--- config.mk ---
export PLATFORM = sky130hd
export DESIGN_NAME = rbuf_ctrl_flat
export DESIGN_NICKNAME = d
export VERILOG_FILES = /design/src/rtl/core/rbuf_pkg.sv /design/src/rtl/core/rbuf_if.sv /design/src/rtl/core/rbuf_ctrl.sv /design/src/flat_wrapper.sv
export SDC_FILE = /design/constraint.sdc
export NUM_CORES = 1
export LEC_CHECK = 0
export BUFFER_PORTS_ARGS = -buffer_cell sky130_fd_sc_hd__clkbuf_2
export CORE_ASPECT_RATIO = 1.4
export CORE_MARGIN = 2
export CORE_UTILIZATION = 56
export CTS_CLUSTER_SIZE = 8
export DETAILED_ROUTE_END_ITERATION = 16
export GPL_ROUTABILITY_DRIVEN = 0
export PLACE_DENSITY = 0.81
export SETUP_SLACK_MARGIN = 0.5
export SLEW_MARGIN = 0
export SYNTH_ARGS = -nofsm -noshare
export SYNTH_HDL_FRONTEND = slang
export SYNTH_SLANG_ARGS = --single-unit
--- constraint.sdc ---
create_clock -name clk_i -period 4.6 [get_ports clk_i]
set_clock_uncertainty 0.2 [all_clocks]
set_input_delay 1.15 -clock clk_i [delete_from_list [all_inputs] [get_ports clk_i]]
set_output_delay 1.15 -clock clk_i [all_outputs]
set_load 0.005 [all_outputs]
--- src/rtl/core/rbuf_pkg.sv ---
`default_nettype none
// ----------------------------------------------------------------------------
// rbuf_pkg: shared types and codes of the rollback union-find block
// Request and response payloads, status codes, mode codes and the states
// of the control sequencer.
// ----------------------------------------------------------------------------
package rbuf_pkg;

  // Fixed field widths of the request and response payloads
  localparam int unsigned NodeW  = 10;
  localparam int unsigned SizeW  = 11;
  localparam int unsigned CountW = 11;

  // Value of node_count after reset
  localparam logic [CountW-1:0] CountReset = 11'd1024;

  // Request modes
  localparam logic ModeUnion = 1'b0;
  localparam logic ModeUndo  = 1'b1;

  // Response status codes
  typedef enum logic [2:0] {
    ST_MERGED = 3'd0,
    ST_SAME   = 3'd1,
    ST_UNDONE = 3'd2,
    ST_EMPTY  = 3'd3,
    ST_RANGE  = 3'd4
  } status_e;

  // Control sequencer states
  typedef enum logic [3:0] {
    S_CLEAR,
    S_IDLE,
    S_DISPATCH,
    S_WALK_A,
    S_WALK_B,
    S_MERGE,
    S_UNDO_REC,
    S_UNDO_CH,
    S_UNDO_KEEP,
    S_DONE
  } state_e;

  typedef struct packed {
    logic             mode;
    logic [NodeW-1:0] node_a;
    logic [NodeW-1:0] node_b;
  } req_t;

  typedef struct packed {
    status_e          status;
    logic             all_connected;
    logic [NodeW-1:0] root;
    logic [SizeW-1:0] set_size;
  } rsp_t;

endpackage
`default_nettype wire

--- src/rtl/core/rbuf_if.sv ---
`default_nettype none
// ----------------------------------------------------------------------------
// rbuf_if: request and response channels
// Valid/ready channels; a request moves at a clock edge with both high.
// ----------------------------------------------------------------------------
interface rbuf_req_if;
  logic          valid;
  logic          ready;
  rbuf_pkg::req_t data;

  modport source (output valid, output data, input ready);
  modport sink   (input valid, input data, output ready);
endinterface

`default_nettype wire

--- src/rtl/core/rbuf_ctrl.sv ---
`default_nettype none
// ----------------------------------------------------------------------------
// rbuf_ctrl: union-find sequencer
// Walks parent links through the node RAM, merges roots by rank, pushes
// and pops undo records in the stack RAM, and builds one response per
// request. Also runs the clearing pass of the node RAM after reset.
// ----------------------------------------------------------------------------
module rbuf_ctrl #(
  parameter int unsigned NODES = 1024,
  parameter int unsigned IW    = 10,
  parameter int unsigned RW    = 4,
  parameter int unsigned SW    = 11,
  parameter int unsigned SAW   = 10
) (
  input  wire logic                              clk_i,
  input  wire logic                              rst_ni,
  input  wire logic [rbuf_pkg::CountW-1:0]       node_count_i,
  rbuf_req_if.sink                               req_i,
  // result handoff to the output register
  output logic                                   res_valid_o,
  output rbuf_pkg::rsp_t                         res_o,
  input  wire logic                              res_take_i,
  // node RAM: {parent, rank, size}
  output logic                                   n_we_o,
  output logic [IW-1:0]                          n_waddr_o,
  output logic [IW+RW+SW-1:0]                    n_wdata_o,
  output logic                                   n_re_o,
  output logic [IW-1:0]                          n_raddr_o,
  input  wire logic [IW+RW+SW-1:0]               n_rdata_i,
  // stack RAM: {child, tie, size}
  output logic                                   s_we_o,
  output logic [SAW-1:0]                         s_waddr_o,
  output logic [IW+1+SW-1:0]                     s_wdata_o,
  output logic                                   s_re_o,
  output logic [SAW-1:0]                         s_raddr_o,
  input  wire logic [IW+1+SW-1:0]                s_rdata_i
);

  localparam int unsigned CW = (SW > rbuf_pkg::CountW) ? SW : rbuf_pkg::CountW;

  rbuf_pkg::state_e state_q, state_d;

  logic [IW-1:0] clr_q, clr_d;
  logic [IW-1:0] top_q, top_d;

  logic                        mode_q, mode_d;
  logic [rbuf_pkg::NodeW-1:0]  a_q, a_d, b_q, b_d;
  logic [IW-1:0]               cur_q, cur_d;
  logic [IW-1:0]               ra_q, ra_d;
  logic [RW-1:0]               rank_a_q, rank_a_d;
  logic [SW-1:0]               size_a_q, size_a_d;
  logic [IW-1:0]               keep_q, keep_d;
  logic [RW-1:0]               keep_rank_q, keep_rank_d;
  logic [SW-1:0]               sum_q, sum_d;
  logic [IW-1:0]               ch_q, ch_d;
  logic                        tie_q, tie_d;
  logic [SW-1:0]               rsize_q, rsize_d;
  rbuf_pkg::rsp_t              res_q, res_d;

  // Effective node count, clamped to NODES
  logic [CW-1:0] eff_n;
  assign eff_n = (CW'(node_count_i) > CW'(NODES)) ? CW'(NODES) : CW'(node_count_i);

  // Decoded node RAM word
  logic [IW-1:0] rd_parent;
  logic [RW-1:0] rd_rank;
  logic [SW-1:0] rd_size;
  assign rd_parent = n_rdata_i[IW+RW+SW-1 -: IW];
  assign rd_rank   = n_rdata_i[SW +: RW];
  assign rd_size   = n_rdata_i[SW-1:0];

  // Decoded stack record
  logic [IW-1:0] st_child;
  logic          st_tie;
  logic [SW-1:0] st_size;
  assign st_child = s_rdata_i[IW+1+SW-1 -: IW];
  assign st_tie   = s_rdata_i[SW];
  assign st_size  = s_rdata_i[SW-1:0];

  logic at_root;
  logic range_bad;
  logic swap;
  logic tie_w;
  logic [IW-1:0] keep_w, kid_w;
  logic [RW-1:0] keep_rank_w, kid_rank_w;
  logic [SW-1:0] keep_size_w, kid_size_w;
  logic [RW-1:0] un_rank;
  logic [SW-1:0] un_size;

  assign at_root   = (rd_parent == cur_q);
  assign range_bad = (CW'(a_q) >= eff_n) || (CW'(b_q) >= eff_n);

  // Order the two roots by rank; root of node_b goes under on a tie
  assign swap        = (rank_a_q < rd_rank);
  assign keep_w      = swap ? cur_q : ra_q;
  assign kid_w       = swap ? ra_q : cur_q;
  assign keep_rank_w = swap ? rd_rank : rank_a_q;
  assign kid_rank_w  = swap ? rank_a_q : rd_rank;
  assign keep_size_w = swap ? rd_size : size_a_q;
  assign kid_size_w  = swap ? size_a_q : rd_size;
  assign tie_w       = (rank_a_q == rd_rank);

  assign un_rank = rd_rank - RW'(tie_q);
  assign un_size = rd_size - rsize_q;

  // Next state
  always_comb begin
    state_d = state_q;
    case (state_q)
      rbuf_pkg::S_CLEAR: begin
        if (clr_q == IW'(NODES - 1)) begin
          state_d = rbuf_pkg::S_IDLE;
        end
      end
      rbuf_pkg::S_IDLE: begin
        if (req_i.valid) begin
          state_d = rbuf_pkg::S_DISPATCH;
        end
      end
      rbuf_pkg::S_DISPATCH: begin
        if (mode_q == rbuf_pkg::ModeUndo) begin
          state_d = (top_q == '0) ? rbuf_pkg::S_DONE : rbuf_pkg::S_UNDO_REC;
        end else begin
          state_d = range_bad ? rbuf_pkg::S_DONE : rbuf_pkg::S_WALK_A;
        end
      end
      rbuf_pkg::S_WALK_A: begin
        if (at_root) begin
          state_d = rbuf_pkg::S_WALK_B;
        end
      end
      rbuf_pkg::S_WALK_B: begin
        if (at_root) begin
          state_d = (cur_q == ra_q) ? rbuf_pkg::S_DONE : rbuf_pkg::S_MERGE;
        end
      end
      rbuf_pkg::S_MERGE:     state_d = rbuf_pkg::S_DONE;
      rbuf_pkg::S_UNDO_REC:  state_d = rbuf_pkg::S_UNDO_CH;
      rbuf_pkg::S_UNDO_CH:   state_d = rbuf_pkg::S_UNDO_KEEP;
      rbuf_pkg::S_UNDO_KEEP: state_d = rbuf_pkg::S_DONE;
      rbuf_pkg::S_DONE: begin
        if (res_take_i) begin
          state_d = rbuf_pkg::S_IDLE;
        end
      end
      default: state_d = rbuf_pkg::S_IDLE;
    endcase
  end

  // Datapath and memory controls
  always_comb begin
    clr_d       = clr_q;
    top_d       = top_q;
    mode_d      = mode_q;
    a_d         = a_q;
    b_d         = b_q;
    cur_d       = cur_q;
    ra_d        = ra_q;
    rank_a_d    = rank_a_q;
    size_a_d    = size_a_q;
    keep_d      = keep_q;
    keep_rank_d = keep_rank_q;
    sum_d       = sum_q;
    ch_d        = ch_q;
    tie_d       = tie_q;
    rsize_d     = rsize_q;
    res_d       = res_q;
    req_i.ready = 1'b0;
    res_valid_o = 1'b0;
    n_we_o      = 1'b0;
    n_waddr_o   = '0;
    n_wdata_o   = '0;
    n_re_o      = 1'b0;
    n_raddr_o   = '0;
    s_we_o      = 1'b0;
    s_waddr_o   = '0;
    s_wdata_o   = '0;
    s_re_o      = 1'b0;
    s_raddr_o   = '0;

    case (state_q)
      // Reset each node to its own root, rank 1, size 1
      rbuf_pkg::S_CLEAR: begin
        n_we_o    = 1'b1;
        n_waddr_o = clr_q;
        n_wdata_o = {clr_q, RW'(1), SW'(1)};
        clr_d     = clr_q + IW'(1);
      end

      // Take a request
      rbuf_pkg::S_IDLE: begin
        req_i.ready = 1'b1;
        if (req_i.valid) begin
          mode_d = req_i.data.mode;
          a_d    = req_i.data.node_a;
          b_d    = req_i.data.node_b;
        end
      end

      // Check the request and start the first read
      rbuf_pkg::S_DISPATCH: begin
        if (mode_q == rbuf_pkg::ModeUndo) begin
          if (top_q == '0) begin
            res_d = '{status: rbuf_pkg::ST_EMPTY, all_connected: 1'b0,
                      root: '0, set_size: '0};
          end else begin
            s_re_o    = 1'b1;
            s_raddr_o = SAW'(top_q - IW'(1));
          end
        end else if (range_bad) begin
          res_d = '{status: rbuf_pkg::ST_RANGE, all_connected: 1'b0,
                    root: '0, set_size: '0};
        end else begin
          n_re_o    = 1'b1;
          n_raddr_o = IW'(a_q);
          cur_d     = IW'(a_q);
        end
      end

      // Follow links from node_a; at the root start on node_b
      rbuf_pkg::S_WALK_A: begin
        n_re_o = 1'b1;
        if (at_root) begin
          ra_d      = cur_q;
          rank_a_d  = rd_rank;
          size_a_d  = rd_size;
          n_raddr_o = IW'(b_q);
          cur_d     = IW'(b_q);
        end else begin
          n_raddr_o = rd_parent;
          cur_d     = rd_parent;
        end
      end

      // Follow links from node_b; at the root report a shared set or hang the lower-rank root
      rbuf_pkg::S_WALK_B: begin
        if (!at_root) begin
          n_re_o    = 1'b1;
          n_raddr_o = rd_parent;
          cur_d     = rd_parent;
        end else if (cur_q == ra_q) begin
          res_d = '{status: rbuf_pkg::ST_SAME,
                    all_connected: (CW'(size_a_q) == eff_n),
                    root: rbuf_pkg::NodeW'(ra_q),
                    set_size: rbuf_pkg::SizeW'(size_a_q)};
        end else begin
          if (top_q < IW'(NODES - 1)) begin
            s_we_o    = 1'b1;
            s_waddr_o = SAW'(top_q);
            s_wdata_o = {kid_w, tie_w, kid_size_w};
            top_d     = top_q + IW'(1);
          end
          n_we_o      = 1'b1;
          n_waddr_o   = kid_w;
          n_wdata_o   = {keep_w, kid_rank_w, kid_size_w};
          keep_d      = keep_w;
          keep_rank_d = keep_rank_w + RW'(tie_w);
          sum_d       = keep_size_w + kid_size_w;
        end
      end

      // Write back the surviving root
      rbuf_pkg::S_MERGE: begin
        n_we_o    = 1'b1;
        n_waddr_o = keep_q;
        n_wdata_o = {keep_q, keep_rank_q, sum_q};
        res_d = '{status: rbuf_pkg::ST_MERGED,
                  all_connected: (CW'(sum_q) == eff_n),
                  root: rbuf_pkg::NodeW'(keep_q),
                  set_size: rbuf_pkg::SizeW'(sum_q)};
      end

      // Pop the record and read the detached root
      rbuf_pkg::S_UNDO_REC: begin
        ch_d      = st_child;
        tie_d     = st_tie;
        rsize_d   = st_size;
        top_d     = top_q - IW'(1);
        n_re_o    = 1'b1;
        n_raddr_o = st_child;
      end

      // Detach the child root and read its former parent
      rbuf_pkg::S_UNDO_CH: begin
        n_we_o    = 1'b1;
        n_waddr_o = ch_q;
        n_wdata_o = {ch_q, rd_rank, rd_size};
        size_a_d  = rd_size;
        keep_d    = rd_parent;
        n_re_o    = 1'b1;
        n_raddr_o = rd_parent;
      end

      // Restore rank and size of the root that kept its place
      rbuf_pkg::S_UNDO_KEEP: begin
        n_we_o    = 1'b1;
        n_waddr_o = keep_q;
        n_wdata_o = {keep_q, un_rank, un_size};
        res_d = '{status: rbuf_pkg::ST_UNDONE,
                  all_connected: (CW'(un_size) == eff_n) || (CW'(size_a_q) == eff_n),
                  root: rbuf_pkg::NodeW'(keep_q),
                  set_size: rbuf_pkg::SizeW'(un_size)};
      end

      // Offer the response to the output register
      rbuf_pkg::S_DONE: begin
        res_valid_o = 1'b1;
      end

      default: ;
    endcase
  end

  assign res_o = res_q;

  // Control registers
  always_ff @(posedge clk_i or negedge rst_ni) begin
    if (!rst_ni) begin
      state_q <= rbuf_pkg::S_CLEAR;
      clr_q   <= '0;
      top_q   <= '0;
    end else begin
      state_q <= state_d;
      clr_q   <= clr_d;
      top_q   <= top_d;
    end
  end

  // Working registers
  always_ff @(posedge clk_i) begin
    mode_q      <= mode_d;
    a_q         <= a_d;
    b_q         <= b_d;
    cur_q       <= cur_d;
    ra_q        <= ra_d;
    rank_a_q    <= rank_a_d;
    size_a_q    <= size_a_d;
    keep_q      <= keep_d;
    keep_rank_q <= keep_rank_d;
    sum_q       <= sum_d;
    ch_q        <= ch_d;
    tie_q       <= tie_d;
    rsize_q     <= rsize_d;
    res_q       <= res_d;
  end

endmodule
`default_nettype wire

--- src/flat_wrapper.sv ---
// flat-port wrapper written by rule: the top's interface ports become plain ports
module rbuf_ctrl_flat 
#(
  parameter int unsigned NODES = 1024,
  parameter int unsigned IW    = 10,
  parameter int unsigned RW    = 4,
  parameter int unsigned SW    = 11,
  parameter int unsigned SAW   = 10
)
  (clk_i, rst_ni, node_count_i, res_valid_o, res_o, res_take_i, n_we_o, n_waddr_o, n_wdata_o, n_re_o, n_raddr_o, n_rdata_i, s_we_o, s_waddr_o, s_wdata_o, s_re_o, s_raddr_o, s_rdata_i, req_i_valid, req_i_data, req_i_ready);
  rbuf_req_if req_i_i ();
  input  wire logic clk_i;
  input  wire logic rst_ni;
  input  wire logic [rbuf_pkg::CountW-1:0] node_count_i;
  output logic res_valid_o;
  output rbuf_pkg::rsp_t res_o;
  input  wire logic res_take_i;
  output logic n_we_o;
  output logic [IW-1:0] n_waddr_o;
  output logic [IW+RW+SW-1:0] n_wdata_o;
  output logic n_re_o;
  output logic [IW-1:0] n_raddr_o;
  input  wire logic [IW+RW+SW-1:0] n_rdata_i;
  output logic s_we_o;
  output logic [SAW-1:0] s_waddr_o;
  output logic [IW+1+SW-1:0] s_wdata_o;
  output logic s_re_o;
  output logic [SAW-1:0] s_raddr_o;
  input  wire logic [IW+1+SW-1:0] s_rdata_i;
  input wire logic [$bits(req_i_i.valid)-1:0] req_i_valid;
  input wire logic [$bits(req_i_i.data)-1:0] req_i_data;
  output wire logic [$bits(req_i_i.ready)-1:0] req_i_ready;
  assign req_i_i.valid = req_i_valid;
  assign req_i_i.data = req_i_data;
  assign req_i_ready = req_i_i.ready;
  rbuf_ctrl #(.NODES(NODES), .IW(IW), .RW(RW), .SW(SW), .SAW(SAW)) u_core (.clk_i(clk_i), .rst_ni(rst_ni), .node_count_i(node_count_i), .req_i(req_i_i), .res_valid_o(res_valid_o), .res_o(res_o), .res_take_i(res_take_i), .n_we_o(n_we_o), .n_waddr_o(n_waddr_o), .n_wdata_o(n_wdata_o), .n_re_o(n_re_o), .n_raddr_o(n_raddr_o), .n_rdata_i(n_rdata_i), .s_we_o(s_we_o), .s_waddr_o(s_waddr_o), .s_wdata_o(s_wdata_o), .s_re_o(s_re_o), .s_raddr_o(s_raddr_o), .s_rdata_i(s_rdata_i));
endmodule
# Word level (Yosys, flattened, before mapping)
# Cells that the tools add are included.
# classes
n_eq_ne,29
bitwise,1
n_addsub,7
mux,74
order_cmp,5
n_reduce_logical,21
# ops
cell,count
2-to-1 mux 10 bit,23
2-to-1 mux 25 bit,7
case mux 25 bit (5 select lines),1
case mux 25 bit (4 select lines),1
2-to-1 mux 22 bit,4
case mux 10 bit (5 select lines),1
2-to-1 mux 11 bit,4
2-to-1 mux 4 bit,11
case mux 10 bit (2 select lines),2
case mux 10 bit (4 select lines),1
case mux 4 bit (9 select lines),1
equality test 11 bit,3
case mux 10 bit (3 select lines),1
greater-or-equal comparator 10 x 11 -> 1 bit,2
case mux 11 bit (2 select lines),1
adder 10 x 1 -> 10 bit (second input constant),2
equality test 10 bit,2
equality test 4 x 3 -> 1 bit (second input constant),4
2-to-1 mux 1 bit,14
inequality test 2 bit (second input constant),6
adder 11 bit,1
greater-than comparator 11 bit (second input constant),1
subtractor 11 bit,1
equality test 10 bit (second input constant),1
other kinds (28),42
# word_totals
out_inout_bits,118
regBits,152
elab_cells,157
input_bits,83

# Longest topological paths before layout
# logic_depth
depth_word,7
ltp_mapped,14
mapped_depth_nobuf,12

# Worst setup path before layout
# OpenSTA, ideal clock, no wires.
# synth_path
kind,input to output
from,in node_count_i[10] (netlist bit)
to,out n_raddr_o[0]
required_time_ps,3250
slack_ps,4
t_arrival_ps,3246
path_buffers,2
path_stages,14
cell_sequence,buf_2 -> inv_1 -> buf_2 -> nand2_1 -> inv_1 -> ha_1 -> nand2b_1 -> a21o_1 -> a21o_1 -> a21oi_1 -> o21ai_0 -> a22oi_1 -> nand2_1 -> o21ai_0
# synth_via
elab_chain_cells,7
word_cells_on_any_way,8
classes_between,order compare: 3; mux: 4; reduce/logical: 1
# synth_rtl
element,line_no,text
"start, declared",flat_wrapper.sv:14,input wire logic [rbuf_pkg::CountW-1:0] node_count_i;
greater-than comparator 11 bit,rbuf_ctrl.sv:62,assign eff_n = (CW'(node_count_i) > CW'(NODES)) ? CW'(NODES) : CW'(node_count_i);
2-to-1 mux 11 bit (*),rbuf_ctrl.sv:62,
greater-or-equal comparator 10 x 11 -> 1 bit,rbuf_ctrl.sv:91,assign range_bad = (CW'(a_q) >= eff_n) || (CW'(b_q) >= eff_n);
logical OR 1 bit (*),rbuf_ctrl.sv:91,
2-to-1 mux 10 bit (*),rbuf_ctrl.sv:210,end else if (range_bad) begin
2-to-1 mux 10 bit (*),rbuf_ctrl.sv:202,if (mode_q == rbuf_pkg::ModeUndo) begin
case mux 10 bit (5 select lines) (*),rbuf_ctrl.sv:181,case (state_q)
"end, declared",flat_wrapper.sv:22,output logic [IW-1:0] n_raddr_o;
# Mark *: on every way between the ends. The rest lies on a longest branch, timed or not.

# Worst setup path after layout
# layout_path
from,in node_count_i[0] (netlist bit)
to,out n_raddr_o[9]
# Same word-level chain as after synthesis.

==> impl_metrics.tcl <==
set metrics [dict create \
    clock-sinks 152 \
    avgSynthCellArea_um2 10.3 \
    cts_buffers 17 \
    internal-power_mw 3.77 \
    syn_inst 927 \
    start_util 0.572 \
    fin_ws_ns -0.340 \
    leakage_nw 5.97 \
    crit_type "in2out" \
    cts_max_path_buffers 2 \
    synth_ff_type "edfxtp_1" \
    max_stage_delay_ns 0.35 \
    outcome "finished with violations" \
    clkPwrFrac 0.245 \
    rsz0062_at_grt "yes" \
    yosysTopAreaCellShare 0.401 \
    ir_drop_mv 0.275 \
    num_antenna_cells 0 \
    synthMuxAreaShare 0.0379 \
    syn_to_final_growth_pct 42.8 \
    grt_max_degree 28 \
    nFillCells 855 \
    crit_arrival_ns 3.59 \
    die_y_um 159 \
    grt_pass1_vias 9398 \
    grt_usage 0.371 \
    synthArstFlopShare 0.158 \
    netSwitchingPower_mw 2.34 \
    post-route-period-util 1.07 \
    yosysUniqueCellTypes 66 \
    ys_ff_latch 152 \
    maxSlewHeadroom 0.297 \
    die_area_um2 18200 \
    synth_xor_area_frac 0.0804 \
    setup_viol 11 \
    viasPerCell 6.81 \
    whs_ns 0.313 \
    dp_hpwl_um 21700 \
    drc 0 \
    avgRoutedWirePerCell_um 25.7 \
    finalMaxSlewViolations 0 \
    setup.worst_path.start_class "primary input" \
    fin_crit_ns 4.94 \
    vias 9684 \
    cts_root_buf "clkbuf_16" \
    fp.dieW_um 115 \
    max-cap-violations 0 \
    grt_antenna_before_repair 0 \
    synth_area_um2 9580 \
    first_iter_violations 1662 \
    htreeDepth 4 \
    combPwrFrac 0.407 \
    grt_overflow 0 \
    clk_latency_ns 0.44 \
    cts_tree "built" \
    wirelength_um 36600 \
    core_area_um2 16700 \
    io_pins 201 \
    syn_nets 1065 \
    fp-row-count 56 \
    synth_fa_ha_area_frac 0.0734 \
    max_freq_mhz 202 \
    yosysSeqAreaShare 0.464 \
    drive_gt1_frac 0.404 \
    min_path_type "reg2reg" \
    setup_tns_ns -2.46 \
    clk_pin_slew_ns 0.06 \
    synth_top_family_by_area "compound AO/OA/AOI/OAI gates" \
    ys.warnings.count 0 \
    drtAntennaViolNets 0 \
    violations "setup timing" \
    path_max_fanout 4 \
    synth_area_leaders "edfxtp_1, ha_1, dfrtp_1, xnor2_1, xor2_1" \
    first_pass_iters 9 \
    synth-compound-area-share 0.165 \
    grt_pass1_wl_um 50800 \
    seq_power_share 0.348 \
    cellPowerDensity_nw_per_um2 447 \
    hold_viol_final 0 \
    tightest_slew_ns 1.05 \
    portBuffers 200 \
    crit_chain "buf_8, nor4_4, nand3_1, nand2_2, nand2_4, ha_4, nor2b_4, o21ai_2, and3_1, o21ai_1, a22oi_2, buf_6, and2_4, a221o_1, buf_2" \
    synth_top_area_cell "edfxtp_1" \
    synth_edf_count 128 \
    synth-simple-area-share 0.129 \
    slowest_stage "a221o_1" \
    crit_path_end_kind "output pin" \
    worstPathRequired_ns 3.25 \
    nets 1344 \
    switching_share 0.383 \
]
[state kept, by name (all words and copies together) (netlist names), 11 cells and up]
| name | cells |
|---|---|
| u_core.res_o | 25 |
| u_core.rsize_q | 11 |
| u_core.size_a_q | 11 |
| u_core.sum_q | 11 |
[placed cells by master (no fill, tap or decap), types with 11 or more instances in the layout]
cell,instances
clkbuf_2,152
edfxtp_1,128
buf_4,74
nor2_1,63
inv_1,59
nand2_1,52
xnor2_1,42
ha_1,42
xor2_1,39
a222oi_1,37
a21oi_1,32
o21ai_2,29
buf_2,28
nor2_4,26
clkbuf_16,25
dfrtp_1,22
o21ai_0,21
buf_6,20
nor3_1,19
mux2i_1,16
a22o_1,15
a21o_1,15
nand3_1,15
buf_12,13
nand4_1,11
mux2i_4,11
[cell families (layout without fill, tap and decap cells)]
kind of cell,Yosys count,after routing
buffers and inverters,115,407
AO/OA/AOI/OAI,224,224
XOR/XNOR,88,88
AND/OR/NAND/NOR,257,257
multiplexers,36,36
flip-flops,152,152
adder cells (fa/ha/maj),55,55
[power groups by stage]
stage / sequential [mW] / combinational, mW / clock [mW]
final: 2.13 / 2.49 / 1.50
after global routing: 2.14 / 2.62 / 1.53
after CTS: 2.08 / 2.22 / 1.47
after detailed placement: 2.09 / 2.01 / 0
after global placement: 2.08 / 1.97 / 0
after floorplan: 1.99 / 1.33 / 0
[critical path: cells and delay by family]
family	cells	cell delay (ns)
adders and majority gates	1	0.29
AOI/OAI and AO/OA	4	0.63
and+or+nand+nor	7	1.10
buffers and inverters	3	0.40
[final timing paths]
check | start | cells after the start | slack, ns | endpoint
worst max-delay path | node_count_i[0] | 15 | -0.34 | n_raddr_o[9]
worst min-delay path | u_core.clr_q[7]$_DFFE_PN0N_ | 1 | 0.31 | u_core.clr_q[7]$_DFFE_PN0N_
worst max register to register | u_core.top_q[0]$_DFFE_PN0P_ | 9 | 1.13 | u_core.res_o[8]$_DFFE_PP_
worst min register to register | u_core.clr_q[7]$_DFFE_PN0N_ | 1 | 0.31 | u_core.clr_q[7]$_DFFE_PN0N_
max in group asynchronous | rst_ni | 1 | 3.19 | u_core.state_q[0]$_DFFE_PN0P_
min in group asynchronous | rst_ni | 1 | 0.53 | u_core.clr_q[1]$_DFFE_PN0N_
[synth_stat cells (all sizes together), types with 4 or more instances]
master / instances
and3: 6
ha: 53
clkbuf: 28
nor2b: 6
a222oi: 37
inv: 68
nand3: 15
nand2b: 6
buf: 19
mux2i: 34
a21oi: 37
dfrtp: 24
xnor2: 44
nor3: 21
a22oi: 6
nor4: 15
a221o: 9
nand4: 12
nand3b: 4
xor2: 44
nor2: 90
nand2: 60
o22ai: 5
o21ai: 60
a21o: 16
and2: 13
a31oi: 9
edfxtp: 128
a22o: 15
[area by class of cell]
cell class	count	area, um^2	area share
clock buffers	26	553	0.0404
inverters	68	299	0.0218
repair inverters	1	7.51	0.000548
repair buffers	306	2380	0.174
clock inverters	6	73.8	0.00539
flip-flops and latches	152	4450	0.325
well taps	203	254	0.0186
multi-input cells	660	5680	0.415
[repair_timing]
item / 4_1_cts / 5_1_grt
cloned: 12 / 0
setup endpoints to repair: 91 / 91
pin swaps: 81 / 27
setup buffers: 24 / 11
gates resized for setup: 203 / 99
hold buffers: 0 / 0
[routing by layer]
layer	share of wire	track usage
met5	0	0
met4	0.086	0.268
met3	0.11	0.0840
met2	0.49	0.612
met1	0.31	0.414
[metrics by stage]
stage	area [um^2]	power [mW]	worst slack [ns]	std cells	utilization
after global routing	13700	6.29	-0.334	1422	0.817
after floorplan	9820	3.33	0.264	927	-
after CTS	13300	5.78	-0.271	1411	0.792
after global placement	11300	4.05	-0.240	1343	0.677
after detailed placement	11300	4.09	-0.288	1343	0.677
final	13700	6.11	-0.340	1422	0.817
No activity file was read; power rests on OpenSTA's default activity.
